**config.mk**
```make
export PLATFORM = sky130hd
export DESIGN_NAME = sorted_priority_queue
export DESIGN_NICKNAME = d
export VERILOG_FILES = /design/src/rtl/spq_pkg.sv /design/src/rtl/spq_cell.sv /design/src/rtl/sorted_priority_queue.sv
export SDC_FILE = /design/constraint.sdc
export NUM_CORES = 2
export LEC_CHECK = 0
export BUFFER_PORTS_ARGS = -buffer_cell sky130_fd_sc_hd__buf_2
export CAP_MARGIN = 0
export CORE_UTILIZATION = 58
export CTS_BUF_LIST = sky130_fd_sc_hd__clkbuf_4 sky130_fd_sc_hd__clkbuf_8 sky130_fd_sc_hd__clkbuf_16
export CTS_CLUSTER_DIAMETER = 50
export DETAILED_ROUTE_END_ITERATION = 12
export PLACE_DENSITY_LB_ADDON = 0.2
export RECOVER_POWER = 50
export SYNTH_ARGS = -nofsm -noshare
export SYNTH_HDL_FRONTEND = slang
export SYNTH_HIERARCHICAL = 1
export SYNTH_SLANG_ARGS = --single-unit
```
**constraint.sdc**
```tcl
create_clock -name clk -period 4.7 [get_ports clk]
set_input_delay 0.705 -clock clk [delete_from_list [all_inputs] [get_ports clk]]
set_output_delay 0.705 -clock clk [all_outputs]
set_load 0.01 [all_outputs]
```
**src/rtl/spq_pkg.sv**
```systemverilog
`timescale 1ns / 1ps

package spq_pkg;

    localparam int DEPTH        = 16;
    localparam int PAYLOAD_BITS = 32;
    localparam int RANK_W       = 16;
    localparam int COUNT_W      = 5;
    localparam int IDX_W        = $clog2(DEPTH);
    localparam int CNT_W        = $clog2(DEPTH + 1);

    localparam logic [1:0] OP_INSERT = 2'd0;
    localparam logic [1:0] OP_REMOVE = 2'd1;
    localparam logic [1:0] OP_CLEAR  = 2'd2;
    localparam logic [1:0] OP_STATUS = 2'd3;

    // command broadcast to every cell of the row
    typedef struct packed {
        logic                    ins_en;
        logic                    rem_en;
        logic                    clr_en;
        logic [RANK_W-1:0]       rank;
        logic [PAYLOAD_BITS-1:0] data;
    } cell_cmd_t;

    // what one cell shows to its neighbors
    typedef struct packed {
        logic                    valid;
        logic                    ins_here;
        logic [RANK_W-1:0]       rank;
        logic [PAYLOAD_BITS-1:0] data;
    } cell_view_t;

endpackage

```
**src/rtl/spq_cell.sv**
```systemverilog
`timescale 1ns / 1ps

module spq_cell
(
    input  logic               clk,
    input  logic               rst_n,
    input  spq_pkg::cell_cmd_t cmd,
    input  logic               first,
    input  spq_pkg::cell_view_t left,
    input  spq_pkg::cell_view_t right,
    output spq_pkg::cell_view_t view
);

    logic                            valid_reg;
    logic                            valid_next;
    logic [spq_pkg::RANK_W-1:0]       rank_reg;
    logic [spq_pkg::RANK_W-1:0]       rank_next;
    logic [spq_pkg::PAYLOAD_BITS-1:0] data_reg;
    logic [spq_pkg::PAYLOAD_BITS-1:0] data_next;
    logic                            ins_here;

    // new entry goes behind all entries of equal or higher rank
    assign ins_here = !valid_reg || (rank_reg < cmd.rank);

    always_comb
    begin
        valid_next = valid_reg;
        rank_next  = rank_reg;
        data_next  = data_reg;
        if (cmd.clr_en)
        begin
            valid_next = 1'b0;
        end
        else if (cmd.ins_en && ins_here)
        begin
            if (!first && left.ins_here)
            begin
                // shift toward the tail
                valid_next = left.valid;
                rank_next  = left.rank;
                data_next  = left.data;
            end
            else
            begin
                valid_next = 1'b1;
                rank_next  = cmd.rank;
                data_next  = cmd.data;
            end
        end
        else if (cmd.rem_en)
        begin
            valid_next = right.valid;
            rank_next  = right.rank;
            data_next  = right.data;
        end
    end

    always_ff @(posedge clk or negedge rst_n)
    begin
        if (!rst_n)
        begin
            valid_reg <= 1'b0;
        end
        else
        begin
            valid_reg <= valid_next;
        end
    end

    always_ff @(posedge clk)
    begin
        rank_reg <= rank_next;
        data_reg <= data_next;
    end

    assign view.valid    = valid_reg;
    assign view.ins_here = ins_here;
    assign view.rank     = rank_reg;
    assign view.data     = data_reg;

endmodule

```
**src/rtl/sorted_priority_queue.sv**
```systemverilog
`timescale 1ns / 1ps
// sorted priority queue of spq_pkg::DEPTH entries, kept in rank order in a
// row of cells (cell 0 is the front and holds the highest rank)
// input channel s_*: one request per item; s_tuser carries the operation
// (insert, remove highest, clear, status only), s_tdata the rank and payload
// output channel m_*: exactly one result per request, in request order
// the row updates at the accepting edge and the result sits in the output
// register from the next cycle on, so one request can be taken every cycle
// while m_tready is high
// insert and remove each move the whole row at once: on insert each cell
// compares the new rank with its own and takes the new entry or its left
// neighbor's entry, on remove its right neighbor's entry; clear drops the valid bits
// front and tail ranks are read from the row after the update
// when the receiver stalls, the result is held and s_tready stays low, so the
// row does not change until the result is taken
// reset empties the queue and drops any pending result; entries are not
// cleared, the per-cell valid bits are
module sorted_priority_queue
(
    input  logic        clk,
    input  logic        rst_n,
    input  logic        s_tvalid,
    output logic        s_tready,
    input  logic [47:0] s_tdata,  // rank[15:0], payload[47:16]
    input  logic [1:0]  s_tuser,  // op[1:0]
    output logic        m_tvalid,
    input  logic        m_tready,
    output logic [87:0] m_tdata,  // out_rank, out_payload, count, is_empty,
                                  // front_rank, tail_rank, zero fill
    output logic [0:0]  m_tuser   // status
);

    localparam int DEPTH = spq_pkg::DEPTH;

    spq_pkg::cell_view_t view [DEPTH];
    spq_pkg::cell_view_t idle_view;
    spq_pkg::cell_cmd_t  cmd;

    logic                             accept;
    logic [1:0]                       op;
    logic [spq_pkg::RANK_W-1:0]       in_rank;
    logic [31:0]                      in_payload;
    logic                             is_full;
    logic                             is_none;
    logic [spq_pkg::CNT_W-1:0]        count_reg;
    logic [spq_pkg::CNT_W-1:0]        count_next;
    logic [spq_pkg::CNT_W-1:0]        tail_pos;
    logic [spq_pkg::IDX_W-1:0]        tail_idx;
    logic                             m_valid_reg;
    logic                             m_valid_next;
    logic                             status_reg;
    logic                             status_next;
    logic [spq_pkg::RANK_W-1:0]       out_rank_reg;
    logic [spq_pkg::RANK_W-1:0]       out_rank_next;
    logic [31:0]                      out_payload_reg;
    logic [31:0]                      out_payload_next;
    logic [spq_pkg::RANK_W-1:0]       front_rank;
    logic [spq_pkg::RANK_W-1:0]       tail_rank;
    logic [spq_pkg::COUNT_W-1:0]      count_out;
    logic [DEPTH-1:0]                 valid_vec;

    assign op         = s_tuser;
    assign in_rank    = s_tdata[15:0];
    assign in_payload = s_tdata[47:16];
    assign s_tready   = !m_valid_reg || m_tready;
    assign accept     = s_tvalid && s_tready;
    assign is_full    = (count_reg == spq_pkg::CNT_W'(DEPTH));
    assign is_none    = (count_reg == '0);

    always_comb
    begin
        cmd.ins_en = accept && (op == spq_pkg::OP_INSERT) && !is_full;
        cmd.rem_en = accept && (op == spq_pkg::OP_REMOVE) && !is_none;
        cmd.clr_en = accept && (op == spq_pkg::OP_CLEAR) && !is_none;
        cmd.rank   = in_rank;
        cmd.data   = spq_pkg::PAYLOAD_BITS'(in_payload);
    end

    assign idle_view = '0;

    for (genvar i = 0; i < DEPTH; i++)
    begin : g_cell
        spq_cell u_cell
        (
            .clk   (clk),
            .rst_n (rst_n),
            .cmd   (cmd),
            .first (i == 0),
            .left  ((i == 0) ? idle_view : view[(i == 0) ? 0 : i - 1]),
            .right ((i == DEPTH - 1) ? idle_view : view[(i == DEPTH - 1) ? i : i + 1]),
            .view  (view[i])
        );
        assign valid_vec[i] = view[i].valid;
    end

    always_comb
    begin
        count_next       = count_reg;
        status_next      = 1'b0;
        out_rank_next    = '0;
        out_payload_next = '0;
        unique case (op)
            spq_pkg::OP_INSERT:
            begin
                status_next = is_full;
                if (!is_full)
                begin
                    count_next = count_reg + 1'b1;
                end
            end
            spq_pkg::OP_REMOVE:
            begin
                status_next = is_none;
                if (!is_none)
                begin
                    count_next       = count_reg - 1'b1;
                    out_rank_next    = view[0].rank;
                    out_payload_next = 32'(view[0].data);
                end
            end
            spq_pkg::OP_CLEAR:
            begin
                status_next = is_none;
                count_next  = '0;
            end
            spq_pkg::OP_STATUS:
            begin
                status_next = 1'b0;
            end
            default:
            begin
                status_next = 1'b0;
            end
        endcase
    end

    always_comb
    begin
        m_valid_next = m_valid_reg;
        if (accept)
        begin
            m_valid_next = 1'b1;
        end
        else if (m_tready)
        begin
            m_valid_next = 1'b0;
        end
    end

    always_ff @(posedge clk or negedge rst_n)
    begin
        if (!rst_n)
        begin
            count_reg   <= '0;
            m_valid_reg <= 1'b0;
        end
        else
        begin
            m_valid_reg <= m_valid_next;
            if (accept)
            begin
                count_reg <= count_next;
            end
        end
    end

    always_ff @(posedge clk)
    begin
        if (accept)
        begin
            status_reg      <= status_next;
            out_rank_reg    <= out_rank_next;
            out_payload_reg <= out_payload_next;
        end
    end

    // row only changes on accept, so it matches the held result
    assign tail_pos   = count_reg - 1'b1;
    assign tail_idx   = tail_pos[spq_pkg::IDX_W-1:0];
    assign front_rank = is_none ? '0 : view[0].rank;
    assign tail_rank  = is_none ? '0 : view[tail_idx].rank;
    assign count_out  = spq_pkg::COUNT_W'(count_reg);

    assign m_tvalid = m_valid_reg;
    assign m_tuser  = status_reg;
    assign m_tdata  = {2'b00, tail_rank, front_rank, is_none, count_out,
                       out_payload_reg, out_rank_reg};

`ifndef SYNTH
    a_count_range: assert property (@(posedge clk) disable iff (!rst_n)
        count_reg <= spq_pkg::CNT_W'(DEPTH))
        else $error("entry count beyond depth");

    a_valid_count: assert property (@(posedge clk) disable iff (!rst_n)
        $countones(valid_vec) == 32'(count_reg))
        else $error("cell valid bits disagree with entry count");

    a_front_valid: assert property (@(posedge clk) disable iff (!rst_n)
        view[0].valid == !is_none)
        else $error("front cell valid bit disagrees with count");

    a_result_follows: assert property (@(posedge clk) disable iff (!rst_n)
        accept |=> m_tvalid)
        else $error("accepted request produced no result");

    a_sorted_front: assert property (@(posedge clk) disable iff (!rst_n)
        view[1].valid |-> (view[0].rank >= view[1].rank))
        else $error("front entries out of rank order");
`endif

endmodule
```
==> metrics <==
Initial Util=0.588; die area=96200 µm²; Tightest Pin Transition=1.67 ns; DRT iter0 DRCs=2984; endpoints failing hold=0; CTS sink cnt=839; GRT Util Overall=0.300; drt drc=0; Die X=310 µm; TritonCTS clock tree=done; largest net degree at the start of global routing=97; Core Region=93600 µm²; I/O pins=145; top routing layer used=met5; Worst R2R Path Depth=9; synth-to-layout area growth=11.0%; final wirelength=145000 µm; Slew Limit Fails=74; worst hold slack=0.253 ns; Syn Area/Cell=13.3 µm²; final setup violation count=0; setup TNS=0 ns; met1 WL=61300 µm; post-route antenna net violation count=0; status=finished with violations; Nets=4681; max-cap violations=2; share of cells above drive strength 1=0.432; cts hold-fix bufs=0; failing checks=capacitance limit, slew limit; max FFs per register=512; Post-Syn Instances=4125; Inserted Clock Buffers=112; Post-CTS Setup Bufs=0; Bufs on Longest Clock Path=3; routed length per placed instance=25.3 µm; Synth Cell Area=55100 µm²; startpoint types=register; period utilization=0.968; arrival time worst endpoint=3.84 ns; routed length on met3=8780 µm; fin util=0.653; worst hold stages=2; drt first pass iters=6; Worst-Skew Late Latency=0.71 ns; Tmin final=4.55 ns; Die H=310 µm; Worst VDD drop=0.000527 V; CP Max Fanout=96; pwr/cell area=447 nW/µm²; antenna violations before repair=6; RePlAce Congestion=0.888; DR WL met2=68700 µm; total number of vias=35200; DR vias/cell=6.14; CTS Root Cell=clkbuf_16; number of global-route vias before repair=35600; first-pass GRT wire length=218000 µm; Detail Placement HPWL=98800 µm; CP Class=reg -> out; Std-Cell Rows=112; dpl ws=0.282 ns; fmax=220 MHz; Relative slew margins=-0.113; GRT overflow=0; final setup margin=0.151 ns; IO Port Bufs=142; unrepaired setup endpoints after global routing=no; total power=27.3 mW; Worst-path clk slew=0.06 ns; Setup crit end kind=primary output; H-tree level count=3; leak pwr=23.1 nW; clock skew=0.0305 ns; Critical Path RT=3.99 ns; synth warn=6; hold crit path type=in -> reg
## critical path: stages, from the launching register on
cell     delay [ns]
dfrtp_1        0.50
inv_2          0.18
ha_2           0.44
xor2_4         0.20
buf_12         0.44
buf_4          0.50
nand2_1        0.14
a32oi_1        0.24
a31o_1         0.23
buf_2          0.16
## power by group
part           switching (mW)  internal, mW
Sequential              0.718          9.38
Clock                    3.45          5.41
Combinational            4.66          3.70
## final cells by class
| type | instances | area, µm² |
|---|---|---|
| fillers | 7018 | 32500 |
| clock buffers | 136 | 3010 |
| flip-flops and latches | 839 | 25100 |
| repair buffers | 267 | 1720 |
| well taps | 1254 | 1570 |
| multi-input cells | 2879 | 27800 |
| inverters | 281 | 1060 |
| clock inverters | 71 | 861 |
| diodes | 2 | 5.00 |
## cell usage in the layout (no fill, tap or decap), drive strengths merged, types with 35 or more instances in the layout
cell       n
mux2i     59
and2      55
ha       247
inv      291
nand3     49
buf      176
edfxtp   817
conb     117
o21ai     38
a32oi     48
clkinv    39
nand2    221
clkbuf   227
a21oi     76
nand2b    35
mux2    1536
## path summary, 6_finish.rpt
path	start	endpoint	slack, ns
max	count_out[0]$_DFFE_PN0P_	m_tdata[78]	0.15
min	s_tvalid	m_tvalid$_DFFE_PN0P_	0.25
max reg2reg	count_out[0]$_DFFE_PN0P_	g_cell[4].u_cell/data_reg[1]$_DFFE_PP_	0.23
min reg2reg	g_cell[0].u_cell/data_reg[12]$_DFFE_PP_	out_payload_reg[12]$_SDFFCE_PP0P_	0.54
max in group asynchronous	rst_n	g_cell[14].u_cell/valid_reg$_DFFE_PN0P_	3.28
min in group asynchronous	rst_n	g_cell[1].u_cell/valid_reg$_DFFE_PN0P_	0.44
## routing by layer
metal,vias to the layer above,global-route usage
met1,17600,0.394
met5,-,0
met2,1209,0.492
li1,16100,-
met4,2,0.132
met3,345,0.0449
## metrics by stage
step | std cells | instance area (µm²)
2_1_floorplan | 4240 | 55500
3_3_place_gp | 5519 | 57600
3_5_place_dp | 5519 | 57600
4_1_cts | 5727 | 61500
5_1_grt | 5729 | 61100
6_report | 5729 | 61100
## repair_timing
| item | 4_1_cts | 5_1_grt |
|---|---|---|
| gates resized for setup | 0 | 1 |
| gates cloned | 1 | 0 |
| setup endpoints to repair | 3 | 9 |
| pin swaps | 1 | 0 |
(Power assumes the default switching activity.)
